[src/rtl/vpci_pkg.sv]
// Shared types, codes and arithmetic helpers of the vector path command interpreter.
`default_nettype none
package vpci_pkg;

    localparam logic [3:0] CMD_MOVE   = 4'd0;
    localparam logic [3:0] CMD_LINE   = 4'd1;
    localparam logic [3:0] CMD_HORIZ  = 4'd2;
    localparam logic [3:0] CMD_VERT   = 4'd3;
    localparam logic [3:0] CMD_CUBIC  = 4'd4;
    localparam logic [3:0] CMD_SCUBIC = 4'd5;
    localparam logic [3:0] CMD_QUAD   = 4'd6;
    localparam logic [3:0] CMD_SQUAD  = 4'd7;
    localparam logic [3:0] CMD_ARC    = 4'd8;
    localparam logic [3:0] CMD_CLOSE  = 4'd9;
    localparam logic [3:0] CMD_REPEAT = 4'd10;
    localparam logic [3:0] CMD_NONE   = 4'd15;

    localparam logic [2:0] SEG_MOVE  = 3'd0;
    localparam logic [2:0] SEG_LINE  = 3'd1;
    localparam logic [2:0] SEG_CUBIC = 3'd2;
    localparam logic [2:0] SEG_QUAD  = 3'd3;
    localparam logic [2:0] SEG_ARC   = 3'd4;
    localparam logic [2:0] SEG_CLOSE = 3'd5;
    localparam logic [2:0] SEG_ERROR = 3'd6;

    // round(pi / 180 * 2^32)
    localparam logic [27:0] DEG2RAD_Q32 = 28'd74961321;

    localparam int QUEUE_DEPTH = 4;
    localparam int QUEUE_AW    = 2;

    localparam int IN_TDATA_W   = 200;
    localparam int IN_TUSER_W   = 5;
    localparam int OUT_TDATA_W  = 200;
    localparam int OUT_TUSER_W  = 3;

    typedef logic signed [31:0] coord_t;

    typedef struct packed {
        logic [3:0]         op;
        logic               err;
        logic               rel;
        logic               refl;
        coord_t             a;
        coord_t             b;
        coord_t             c;
        coord_t             d;
        coord_t             e;
        coord_t             f;
        logic signed [58:0] prod;
        logic               lg;
        logic               sw;
    } front_item_t;

    typedef struct packed {
        logic [3:0] op;
        logic       err;
        logic       rel;
        logic       refl;
        coord_t     a;
        coord_t     b;
        coord_t     c;
        coord_t     d;
        coord_t     e;
        coord_t     f;
        coord_t     rad;
        logic       lg;
        logic       sw;
    } queue_item_t;

    function automatic coord_t sat34(input logic signed [33:0] v);
        coord_t r;
        if (v > 34'sh0_7FFF_FFFF) begin
            r = 32'sh7FFF_FFFF;
        end else if (v < -34'sh0_8000_0000) begin
            r = 32'sh8000_0000;
        end else begin
            r = v[31:0];
        end
        return r;
    endfunction

    function automatic coord_t add_sat(input coord_t x, input coord_t y);
        logic signed [33:0] s;
        s = {{2{x[31]}}, x} + {{2{y[31]}}, y};
        return sat34(s);
    endfunction

    function automatic coord_t reflect_sat(input coord_t about, input coord_t c);
        logic signed [33:0] s;
        s = {about[31], about, 1'b0} - {{2{c[31]}}, c};
        return sat34(s);
    endfunction

endpackage
`default_nettype wire

[src/rtl/vpci_front.sv]
// Front part: accepts requests, resolves repeats and errors, and starts the rotation multiply.
`default_nettype none
module vpci_front (
    input  wire logic                         aclk,
    input  wire logic                         aresetn,
    input  wire logic                         s_tvalid,
    output logic                              s_tready,
    input  wire logic [vpci_pkg::IN_TDATA_W-1:0] s_tdata,
    input  wire logic [vpci_pkg::IN_TUSER_W-1:0] s_tuser,
    output logic                              q_push,
    output vpci_pkg::queue_item_t             q_item,
    input  wire logic                         q_full
);
    import vpci_pkg::*;

    logic        stage_valid_reg, stage_valid_next;
    front_item_t stage_reg;
    front_item_t stage_next;
    logic [3:0]  verb_kind_reg, verb_kind_next;
    logic        verb_rel_reg, verb_rel_next;
    logic        failed_reg, failed_next;
    logic        accept;
    logic [3:0]  cmd;
    logic        rel;
    logic        fail_now;
    logic signed [58:0] rounded;

    assign s_tready = !stage_valid_reg || !q_full;
    assign accept   = s_tvalid && s_tready;
    assign q_push   = stage_valid_reg && !q_full;

    always_comb begin
        cmd      = s_tuser[3:0];
        rel      = s_tuser[4];
        fail_now = failed_reg;
        if (!failed_reg && cmd == CMD_REPEAT) begin
            if (verb_kind_reg == CMD_NONE) begin
                fail_now = 1'b1;
            end else begin
                cmd = (verb_kind_reg == CMD_MOVE) ? CMD_LINE : verb_kind_reg;
                rel = verb_rel_reg;
            end
        end
        if (!fail_now && cmd > CMD_CLOSE) begin
            fail_now = 1'b1;
        end

        stage_next.op   = cmd;
        stage_next.err  = fail_now;
        stage_next.rel  = rel;
        stage_next.refl = (cmd == CMD_SCUBIC && verb_kind_reg inside {CMD_CUBIC, CMD_SCUBIC})
                       || (cmd == CMD_SQUAD && verb_kind_reg inside {CMD_QUAD, CMD_SQUAD});
        stage_next.a    = s_tdata[31:0];
        stage_next.b    = s_tdata[63:32];
        stage_next.c    = s_tdata[95:64];
        stage_next.d    = s_tdata[127:96];
        stage_next.e    = s_tdata[159:128];
        stage_next.f    = s_tdata[191:160];
        stage_next.prod = $signed({{27{s_tdata[95]}}, s_tdata[95:64]})
                        * $signed({31'd0, DEG2RAD_Q32});
        stage_next.lg   = s_tdata[192];
        stage_next.sw   = s_tdata[193];

        failed_next      = failed_reg;
        verb_kind_next   = verb_kind_reg;
        verb_rel_next    = verb_rel_reg;
        stage_valid_next = stage_valid_reg && q_full;
        if (accept) begin
            stage_valid_next = 1'b1;
            failed_next      = fail_now;
            if (!fail_now) begin
                verb_kind_next = cmd;
                verb_rel_next  = rel;
            end
        end
    end

    always_ff @(posedge aclk) begin
        if (!aresetn) begin
            stage_valid_reg <= 1'b0;
            failed_reg      <= 1'b0;
            verb_kind_reg   <= CMD_NONE;
            verb_rel_reg    <= 1'b0;
        end else begin
            stage_valid_reg <= stage_valid_next;
            failed_reg      <= failed_next;
            verb_kind_reg   <= verb_kind_next;
            verb_rel_reg    <= verb_rel_next;
        end
    end

    always_ff @(posedge aclk) begin
        if (accept) begin
            stage_reg <= stage_next;
        end
    end

    // Round half up, then keep the integer part of the Q32 product.
    assign rounded = stage_reg.prod + 59'sh0_8000_0000;

    always_comb begin
        q_item.op   = stage_reg.op;
        q_item.err  = stage_reg.err;
        q_item.rel  = stage_reg.rel;
        q_item.refl = stage_reg.refl;
        q_item.a    = stage_reg.a;
        q_item.b    = stage_reg.b;
        q_item.c    = stage_reg.c;
        q_item.d    = stage_reg.d;
        q_item.e    = stage_reg.e;
        q_item.f    = stage_reg.f;
        q_item.rad  = {{5{rounded[58]}}, rounded[58:32]};
        q_item.lg   = stage_reg.lg;
        q_item.sw   = stage_reg.sw;
    end

`ifndef SYNTHESIS
    a_failed_sticks: assert property (@(posedge aclk) disable iff (!aresetn)
        failed_reg |=> failed_reg)
        else $error("error state was left without reset");
    a_failed_item_error: assert property (@(posedge aclk) disable iff (!aresetn)
        (accept && failed_reg) |=> stage_reg.err)
        else $error("request after failure was not marked as an error");
`endif
endmodule
`default_nettype wire

[src/rtl/vpci_queue.sv]
// Short queue of classified requests between the front and back parts.
`default_nettype none
module vpci_queue (
    input  wire logic                  aclk,
    input  wire logic                  aresetn,
    input  wire logic                  push,
    input  wire vpci_pkg::queue_item_t push_item,
    output logic                       full,
    input  wire logic                  pop,
    output vpci_pkg::queue_item_t      pop_item,
    output logic                       not_empty
);
    import vpci_pkg::*;

    queue_item_t             slots_reg [QUEUE_DEPTH];
    logic [QUEUE_AW-1:0]     wr_ptr_reg, wr_ptr_next;
    logic [QUEUE_AW-1:0]     rd_ptr_reg, rd_ptr_next;
    logic [QUEUE_AW:0]       count_reg, count_next;

    assign full      = (count_reg == (QUEUE_AW + 1)'(QUEUE_DEPTH));
    assign not_empty = (count_reg != '0);
    assign pop_item  = slots_reg[rd_ptr_reg];

    always_comb begin
        wr_ptr_next = push ? wr_ptr_reg + 1'b1 : wr_ptr_reg;
        rd_ptr_next = pop ? rd_ptr_reg + 1'b1 : rd_ptr_reg;
        count_next  = count_reg;
        if (push && !pop) begin
            count_next = count_reg + 1'b1;
        end else if (!push && pop) begin
            count_next = count_reg - 1'b1;
        end
    end

    always_ff @(posedge aclk) begin
        if (!aresetn) begin
            wr_ptr_reg <= '0;
            rd_ptr_reg <= '0;
            count_reg  <= '0;
        end else begin
            wr_ptr_reg <= wr_ptr_next;
            rd_ptr_reg <= rd_ptr_next;
            count_reg  <= count_next;
        end
    end

    always_ff @(posedge aclk) begin
        if (push) begin
            slots_reg[wr_ptr_reg] <= push_item;
        end
    end

`ifndef SYNTHESIS
    a_no_overflow: assert property (@(posedge aclk) disable iff (!aresetn)
        !(push && full))
        else $error("queue written while full");
    a_no_underflow: assert property (@(posedge aclk) disable iff (!aresetn)
        !(pop && !not_empty))
        else $error("queue read while empty");
`endif
endmodule
`default_nettype wire

[src/rtl/vpci_back.sv]
// Back part: tracks the pen and control points and builds each absolute segment.
`default_nettype none
module vpci_back (
    input  wire logic                        aclk,
    input  wire logic                        aresetn,
    input  wire logic                        q_valid,
    input  wire vpci_pkg::queue_item_t       q_item,
    output logic                             q_pop,
    output logic                             m_tvalid,
    input  wire logic                        m_tready,
    output logic [vpci_pkg::OUT_TDATA_W-1:0] m_tdata,
    output logic [vpci_pkg::OUT_TUSER_W-1:0] m_tuser
);
    import vpci_pkg::*;

    coord_t pen_x_reg, pen_x_next, pen_y_reg, pen_y_next;
    coord_t start_x_reg, start_x_next, start_y_reg, start_y_next;
    coord_t ctrl_x_reg, ctrl_x_next, ctrl_y_reg, ctrl_y_next;
    logic   out_valid_reg, out_valid_next;
    logic [2:0] kind_reg, kind_next;
    coord_t first_x_reg, first_x_next, first_y_reg, first_y_next;
    coord_t second_x_reg, second_x_next, second_y_reg, second_y_next;
    coord_t end_x_reg, end_y_reg;
    logic   large_reg, large_next, sweep_reg, sweep_next;
    coord_t fx, fy, refl_x, refl_y;
    coord_t sum_ax, sum_by, sum_cx, sum_dy, sum_ex, sum_fy, sum_ay;

    assign q_pop    = q_valid && (!out_valid_reg || m_tready);
    assign m_tvalid = out_valid_reg;
    assign m_tuser  = kind_reg;
    assign m_tdata  = {6'd0, sweep_reg, large_reg, end_y_reg, end_x_reg,
                       second_y_reg, second_x_reg, first_y_reg, first_x_reg};

    always_comb begin
        fx     = q_item.rel ? pen_x_reg : '0;
        fy     = q_item.rel ? pen_y_reg : '0;
        refl_x = q_item.refl ? reflect_sat(pen_x_reg, ctrl_x_reg) : pen_x_reg;
        refl_y = q_item.refl ? reflect_sat(pen_y_reg, ctrl_y_reg) : pen_y_reg;
        sum_ax = add_sat(fx, q_item.a);
        sum_by = add_sat(fy, q_item.b);
        sum_cx = add_sat(fx, q_item.c);
        sum_dy = add_sat(fy, q_item.d);
        sum_ex = add_sat(fx, q_item.e);
        sum_fy = add_sat(fy, q_item.f);
        sum_ay = add_sat(fy, q_item.a);
    end

    always_comb begin
        pen_x_next    = pen_x_reg;
        pen_y_next    = pen_y_reg;
        start_x_next  = start_x_reg;
        start_y_next  = start_y_reg;
        ctrl_x_next   = ctrl_x_reg;
        ctrl_y_next   = ctrl_y_reg;
        kind_next     = SEG_ERROR;
        first_x_next  = '0;
        first_y_next  = '0;
        second_x_next = '0;
        second_y_next = '0;
        large_next    = 1'b0;
        sweep_next    = 1'b0;
        if (!q_item.err) begin
            case (q_item.op)
                CMD_MOVE: begin
                    kind_next    = SEG_MOVE;
                    pen_x_next   = sum_ax;
                    pen_y_next   = sum_by;
                    start_x_next = sum_ax;
                    start_y_next = sum_by;
                end
                CMD_LINE: begin
                    kind_next  = SEG_LINE;
                    pen_x_next = sum_ax;
                    pen_y_next = sum_by;
                end
                CMD_HORIZ: begin
                    kind_next  = SEG_LINE;
                    pen_x_next = sum_ax;
                end
                CMD_VERT: begin
                    kind_next  = SEG_LINE;
                    pen_y_next = sum_ay;
                end
                CMD_CUBIC: begin
                    kind_next     = SEG_CUBIC;
                    first_x_next  = sum_ax;
                    first_y_next  = sum_by;
                    second_x_next = sum_cx;
                    second_y_next = sum_dy;
                    ctrl_x_next   = sum_cx;
                    ctrl_y_next   = sum_dy;
                    pen_x_next    = sum_ex;
                    pen_y_next    = sum_fy;
                end
                CMD_SCUBIC: begin
                    kind_next     = SEG_CUBIC;
                    first_x_next  = refl_x;
                    first_y_next  = refl_y;
                    second_x_next = sum_ax;
                    second_y_next = sum_by;
                    ctrl_x_next   = sum_ax;
                    ctrl_y_next   = sum_by;
                    pen_x_next    = sum_cx;
                    pen_y_next    = sum_dy;
                end
                CMD_QUAD: begin
                    kind_next    = SEG_QUAD;
                    first_x_next = sum_ax;
                    first_y_next = sum_by;
                    ctrl_x_next  = sum_ax;
                    ctrl_y_next  = sum_by;
                    pen_x_next   = sum_cx;
                    pen_y_next   = sum_dy;
                end
                CMD_SQUAD: begin
                    kind_next    = SEG_QUAD;
                    first_x_next = refl_x;
                    first_y_next = refl_y;
                    ctrl_x_next  = refl_x;
                    ctrl_y_next  = refl_y;
                    pen_x_next   = sum_ax;
                    pen_y_next   = sum_by;
                end
                CMD_ARC: begin
                    kind_next     = SEG_ARC;
                    first_x_next  = q_item.a;
                    first_y_next  = q_item.b;
                    second_x_next = q_item.rad;
                    pen_x_next    = sum_ex;
                    pen_y_next    = sum_fy;
                    large_next    = q_item.lg;
                    sweep_next    = q_item.sw;
                end
                default: begin
                    kind_next  = SEG_CLOSE;
                    pen_x_next = start_x_reg;
                    pen_y_next = start_y_reg;
                end
            endcase
        end
        out_valid_next = q_pop || (out_valid_reg && !m_tready);
    end

    always_ff @(posedge aclk) begin
        if (!aresetn) begin
            out_valid_reg <= 1'b0;
            pen_x_reg     <= '0;
            pen_y_reg     <= '0;
            start_x_reg   <= '0;
            start_y_reg   <= '0;
            ctrl_x_reg    <= '0;
            ctrl_y_reg    <= '0;
        end else begin
            out_valid_reg <= out_valid_next;
            if (q_pop) begin
                pen_x_reg   <= pen_x_next;
                pen_y_reg   <= pen_y_next;
                start_x_reg <= start_x_next;
                start_y_reg <= start_y_next;
                ctrl_x_reg  <= ctrl_x_next;
                ctrl_y_reg  <= ctrl_y_next;
            end
        end
    end

    always_ff @(posedge aclk) begin
        if (q_pop) begin
            kind_reg     <= kind_next;
            first_x_reg  <= first_x_next;
            first_y_reg  <= first_y_next;
            second_x_reg <= second_x_next;
            second_y_reg <= second_y_next;
            end_x_reg    <= q_item.err ? '0 : pen_x_next;
            end_y_reg    <= q_item.err ? '0 : pen_y_next;
            large_reg    <= large_next;
            sweep_reg    <= sweep_next;
        end
    end

`ifndef SYNTHESIS
    a_error_frozen: assert property (@(posedge aclk) disable iff (!aresetn)
        (q_pop && q_item.err) |=> (pen_x_reg == $past(pen_x_reg))
                               && (start_y_reg == $past(start_y_reg)))
        else $error("error request changed the pen state");
    a_error_empty: assert property (@(posedge aclk) disable iff (!aresetn)
        (out_valid_reg && kind_reg == SEG_ERROR) |-> (end_x_reg == '0 && first_x_reg == '0))
        else $error("error segment carries coordinates");
`endif
endmodule
`default_nettype wire

[src/rtl/vector_path_command_interpreter_top.sv]
// Top level of the vector path command interpreter: front part, queue and back part.
//
//   Channel   Direction  tdata (low bit up)                         tuser
//   s_        in         arg_a..arg_f, large_arc, sweep_dir, pad     command, relative
//   m_        out        first_x..end_y, arc_large, arc_sweep, pad   segment_kind
//
// One request is accepted per cycle while s_tready is high; each segment passes through
// the front stage with the rotation multiply, the queue and the output register.
// Throughput is one segment per cycle while m_tready is high, with the pen updated per segment in the back part.
// Synchronous active-low reset clears the pen, subpath start, control point and error state.
// A stalled output fills the four-entry queue and then the front stage; only then is s_tready dropped.
`default_nettype none
module vector_path_command_interpreter_top (
    input  wire logic                             aclk,
    input  wire logic                             aresetn,
    input  wire logic                             s_tvalid,
    output logic                                  s_tready,
    // command[3:0], relative[4]
    input  wire logic [vpci_pkg::IN_TUSER_W-1:0]  s_tuser,
    // arg_a[31:0] .. arg_f[191:160], large_arc[192], sweep_dir[193], zero pad
    input  wire logic [vpci_pkg::IN_TDATA_W-1:0]  s_tdata,
    output logic                                  m_tvalid,
    input  wire logic                             m_tready,
    // segment_kind[2:0]
    output logic [vpci_pkg::OUT_TUSER_W-1:0]      m_tuser,
    // first_x[31:0], first_y, second_x, second_y, end_x, end_y[191:160],
    // arc_large[192], arc_sweep[193], zero pad
    output logic [vpci_pkg::OUT_TDATA_W-1:0]      m_tdata
);
    import vpci_pkg::*;

    logic        q_push, q_full, q_pop, q_not_empty;
    queue_item_t q_in_item, q_out_item;

    vpci_front u_front (
        .aclk     (aclk),
        .aresetn  (aresetn),
        .s_tvalid (s_tvalid),
        .s_tready (s_tready),
        .s_tdata  (s_tdata),
        .s_tuser  (s_tuser),
        .q_push   (q_push),
        .q_item   (q_in_item),
        .q_full   (q_full)
    );

    vpci_queue u_queue (
        .aclk      (aclk),
        .aresetn   (aresetn),
        .push      (q_push),
        .push_item (q_in_item),
        .full      (q_full),
        .pop       (q_pop),
        .pop_item  (q_out_item),
        .not_empty (q_not_empty)
    );

    vpci_back u_back (
        .aclk     (aclk),
        .aresetn  (aresetn),
        .q_valid  (q_not_empty),
        .q_item   (q_out_item),
        .q_pop    (q_pop),
        .m_tvalid (m_tvalid),
        .m_tready (m_tready),
        .m_tdata  (m_tdata),
        .m_tuser  (m_tuser)
    );
endmodule
`default_nettype wire
[config.mk]
export PLATFORM = sky130hd
export DESIGN_NAME = vector_path_command_interpreter_top
export DESIGN_NICKNAME = d
export VERILOG_FILES = /design/src/rtl/vpci_pkg.sv /design/src/rtl/vpci_front.sv /design/src/rtl/vpci_queue.sv /design/src/rtl/vpci_back.sv /design/src/rtl/vector_path_command_interpreter_top.sv
export SDC_FILE = /design/constraint.sdc
export NUM_CORES = 2
export LEC_CHECK = 0
export ABC_AREA = 1
export BUFFER_PORTS_ARGS = -buffer_cell sky130_fd_sc_hd__buf_2
export CAP_MARGIN = 20
export CORE_ASPECT_RATIO = 1.75
export CORE_MARGIN = 2
export CORE_UTILIZATION = 51
export CTS_CLUSTER_SIZE = 25
export DETAILED_ROUTE_END_ITERATION = 16
export PLACE_DENSITY = 0.71
export SYNTH_ARGS = -nofsm -noshare
export SYNTH_HDL_FRONTEND = slang
export SYNTH_SLANG_ARGS = --single-unit
[constraint.sdc]
create_clock -name aclk -period 11.25 [get_ports aclk]
set_input_delay 2.8125 -clock aclk [delete_from_list [all_inputs] [get_ports aclk]]
set_output_delay 2.8125 -clock aclk [all_outputs]
set_load 0.005 [all_outputs]
==> metrics.txt <==
# TYPE chip_impl_metric gauge
chip_impl_info{name="clock_tree_from_tritoncts",value="yes"} 1
chip_impl_metric{name="yosys.cell_types.count",unit=""} 74
chip_impl_metric{name="globalRoute.totalOverflow",unit=""} 0
chip_impl_metric{name="placementRows",unit=""} 213
chip_impl_metric{name="dieHeight",unit="microns"} 587
chip_impl_metric{name="cts_htree_levels",unit=""} 4
chip_impl_metric{name="numnets_final",unit=""} 12486
chip_impl_metric{name="routed_wire_length_per_instance",unit="microns"} 29.8
chip_impl_metric{name="initial_core_util",unit="%"} 51.3
chip_impl_metric{name="ant_nets",unit=""} 0
chip_impl_metric{name="tightest_slew",unit="ps"} 1410
chip_impl_metric{name="syn_to_final_growth",unit="%"} 10.3
chip_impl_metric{name="worst_skew_pair.late_latency",unit="ps"} 860
chip_impl_metric{name="total_wirelength",unit="mm"} 419
chip_impl_info{name="worst_hold_path_class",value="flop to flop"} 1
chip_impl_metric{name="layout-drive-gt1-share",unit="%"} 9.42
chip_impl_metric{name="firstDrtPassIters",unit=""} 8
chip_impl_metric{name="finClkSkew",unit="ps"} 99.9
chip_impl_metric{name="period_needed",unit="ps"} 9290
chip_impl_info{name="synth.top_cells.by_count",value="nand2_1, inv_1, edfxtp_1"} 1
chip_impl_metric{name="rr_worst_depth",unit=""} 23
chip_impl_info{name="worst-setup-path-type",value="input pin to flop"} 1
chip_impl_metric{name="timing.critical_path.arrival",unit="ps"} 9950
chip_impl_metric{name="grt_start_max_net_pins",unit=""} 156
chip_impl_metric{name="critical_path_peak_fanout",unit=""} 8
chip_impl_metric{name="global_routing_usage_summed_across_all_routing_layers",unit="%"} 42.2
chip_impl_metric{name="count_of_clock_tree_sinks",unit=""} 1547
chip_impl_metric{name="synth.yosys.seq_area_share",unit="%"} 44.8
chip_impl_metric{name="port-buffer-count",unit=""} 401
chip_impl_metric{name="worst_hold_path.num_cells",unit=""} 2
chip_impl_metric{name="number_of_maximum_capacitance_constraint_violations",unit=""} 0
chip_impl_info{name="crit_reg_reg_endpoint",value="u_back.second_x_reg[2]$_SDFFCE_PP0P_"} 1
chip_impl_metric{name="synth.avg_cell_area",unit="sq um"} 9.02
chip_impl_metric{name="report.final.slew_viol_count",unit=""} 0
chip_impl_metric{name="largest_register_ffs",unit=""} 912
chip_impl_info{name="netlist_top_cells_area",value="edfxtp_1, fa_1, nand2_1"} 1
chip_impl_metric{name="final.setup.tns",unit="ps"} 0
chip_impl_metric{name="setup_viol_count_final",unit=""} 0
chip_impl_info{name="clockRootBuffer",value="clkbuf_16"} 1
chip_impl_metric{name="synth-async-reset-ratio",unit="%"} 0
chip_impl_metric{name="placeableCoreArea",unit="sq um"} 193000
chip_impl_metric{name="grt_first_pass_wirelength",unit="mm"} 587
chip_impl_metric{name="min_period_over_period",unit="%"} 82.6
chip_impl_metric{name="dp_hpwl",unit="mm"} 324
chip_impl_metric{name="post-cts-setup-buffer-count",unit=""} 0
chip_impl_metric{name="route.detailed.drc",unit=""} 0
chip_impl_metric{name="cts_resized",unit=""} 0
chip_impl_metric{name="cts_hold_repair.buffers",unit=""} 0
chip_impl_metric{name="clock_tree.buffer_depth",unit=""} 4
chip_impl_metric{name="synth.yosys.warnings",unit=""} 0
chip_impl_metric{name="fillers",unit=""} 17219
chip_impl_metric{name="synthCells",unit=""} 10967
chip_impl_info{name="synth_ff_type",value="edfxtp_1"} 1
chip_impl_info{name="synth.largest_area_cell",value="edfxtp_1"} 1
chip_impl_metric{name="routabilityCongestion",unit=""} 1.12
chip_impl_metric{name="vias",unit=""} 84117
chip_impl_info{name="yosys.cell_count.top_type",value="nand2_1"} 1
chip_impl_metric{name="relSlewSlack",unit="%"} 5.90
chip_impl_info{name="critPathCaptureType",value="flop"} 1
chip_impl_metric{name="multi_input_area",unit="sq um"} 46900
chip_impl_metric{name="clk_pin_slew_worst_paths",unit="ps"} 70
chip_impl_metric{name="avgViaCountPerCell",unit=""} 5.98
chip_impl_metric{name="tritoncts.num_buffers",unit=""} 153
chip_impl_metric{name="first_global_vias",unit=""} 83823
chip_impl_info{name="hold-path-endpoint",value="u_front.verb_rel_reg$_SDFFE_PN0P_"} 1
chip_impl_metric{name="io_pins",unit=""} 414
chip_impl_metric{name="worst_ep_required_time",unit="ps"} 11910
chip_impl_info{name="start_kind",value="input pin"} 1
chip_impl_metric{name="antenna_found_initial",unit=""} 62
chip_impl_metric{name="final-hold-violation-count",unit=""} 0
chip_impl_info{name="hold_start",value="u_front.verb_rel_reg$_SDFFE_PN0P_"} 1
chip_impl_metric{name="yosys_register_bits",unit=""} 1547
chip_impl_metric{name="dr.first_iter.drc_count",unit=""} 8005
chip_impl_metric{name="synthesis.area",unit="sq um"} 98900
chip_impl_metric{name="yosys.area.top_type_share",unit="%"} 40.6
chip_impl_metric{name="synth-edff-count",unit=""} 1338
chip_impl_metric{name="area.sequential",unit="sq um"} 44400
chip_impl_metric{name="fmaxAchievable",unit="MHz"} 108
chip_impl_metric{name="total_die_area",unit="sq um"} 198000
chip_impl_metric{name="die_x",unit="microns"} 337
chip_impl_metric{name="r2r_slack",unit="ps"} 3380
chip_impl_info{name="grt_setup_unrepaired",value="no"} 1
chip_impl_info{name="status",value="finished clean"} 1
==> worst max-delay path by stage <==
stage,depth (start not counted),endpoint,start
floorplan,4,u_queue.slots_reg[0][0]$_DFFE_PP_,u_queue.count_reg[0]$_SDFFE_PN0P_
global placement,23,u_front.stage_reg[48]$_DFFE_PP_,s_tdata[74]
detailed placement,27,u_front.stage_reg[48]$_DFFE_PP_,s_tdata[74]
CTS,27,u_front.stage_reg[48]$_DFFE_PP_,s_tdata[74]
global route,23,u_front.stage_reg[48]$_DFFE_PP_,s_tdata[74]
finish,20,u_front.stage_reg[56]$_DFFE_PP_,s_tdata[74]
==> logic make-up (layout without fill, tap and decap cells) <==
logic type	Yosys count	in the layout	share of synthesized area, %
AOI/OAI and AO/OA	2240	2240	12.5
xor gates and xnor gates	320	320	2.83
adders and majority gates	954	954	15.1
buffers and inverters	2015	2481	8.04
DFF	1547	1547	44.8
other	1	51	0.00379
and+or+nand+nor	3890	3890	16.6
==> metrics by stage <==
stage	utilization, %	cells	worst slack [ps]	instance area (sq um)	hold slack (ps)
6_report	56.7	14063	1960	109000	468
5_1_grt	56.6	14037	1840	109000	478
4_1_cts	56.6	14010	2130	109000	465
3_5_place_dp	54.0	13741	1260	104000	448
3_3_place_gp	54.0	13737	1300	104000	437
2_1_floorplan	-	10972	295	99000	425
==> final cells by class <==
type | count | share of cell area [%]
Multi-Input combinational cell | 7410 | 42.9
Sequential cell | 1547 | 40.6
Inverter | 1605 | 5.54
Clock buffer | 182 | 3.67
Timing Repair Buffer | 607 | 3.38
Tap cell | 2580 | 2.96
Clock inverter | 87 | 0.775
Antenna cell | 45 | 0.103
==> layer usage <==
layer,vias to the layer above,track usage (%),routed length [microns]
met3,1742,8.27,26200
li1,37456,-,-
met1,40472,39.8,128000
met4,14,48.7,58500
met2,4433,71.2,205000
met5,-,0,107
==> critical path, cell delays in order <==
cell and delay (ps):
buf_2 350, inv_1 320, fa_1 610, inv_1 60, fa_1 550, fa_1 460, fa_1 570, fa_1 440
fa_1 510, inv_1 50, fa_1 470, inv_1 60, ha_1 330, nand2_1 110, nor2_1 560, a21boi_0 210
o31ai_1 700, nand3_1 250, nand4_1 260, xor2_1 250
==> placed cells by master, fill, tap and decap left out, types with 15 or more instances in the layout <==
master and n:
nand4_1 31, o22ai_1 164, edfxtp_1 1338, ha_1 548, o21ai_0 794, nand3b_1 36, o21bai_1 30, a211oi_1 28
nand2_1 2063, dfxtp_1 207, clkbuf_1 24, fa_1 405, a21oi_1 832, nor4_1 23, o211ai_1 74, buf_4 191
or2_2 16, clkinv_1 24, and2_1 36, clkinv_2 21, nor3_1 73, a31oi_1 66, clkbuf_16 155, a22oi_1 40
o21a_1 33, inv_2 44, a21boi_0 15, xor2_1 210, a21o_1 38, nor2_1 908, nand3_1 547, nand2_2 58
nor2_2 21, o21ai_1 54, nand3_2 29, diode_2 45, buf_2 401, xnor2_1 110, inv_1 1552
Power is left out: the tool's default activity adds up to more than one toggle a clock period on the data nets, which glitch-free logic cannot reach.
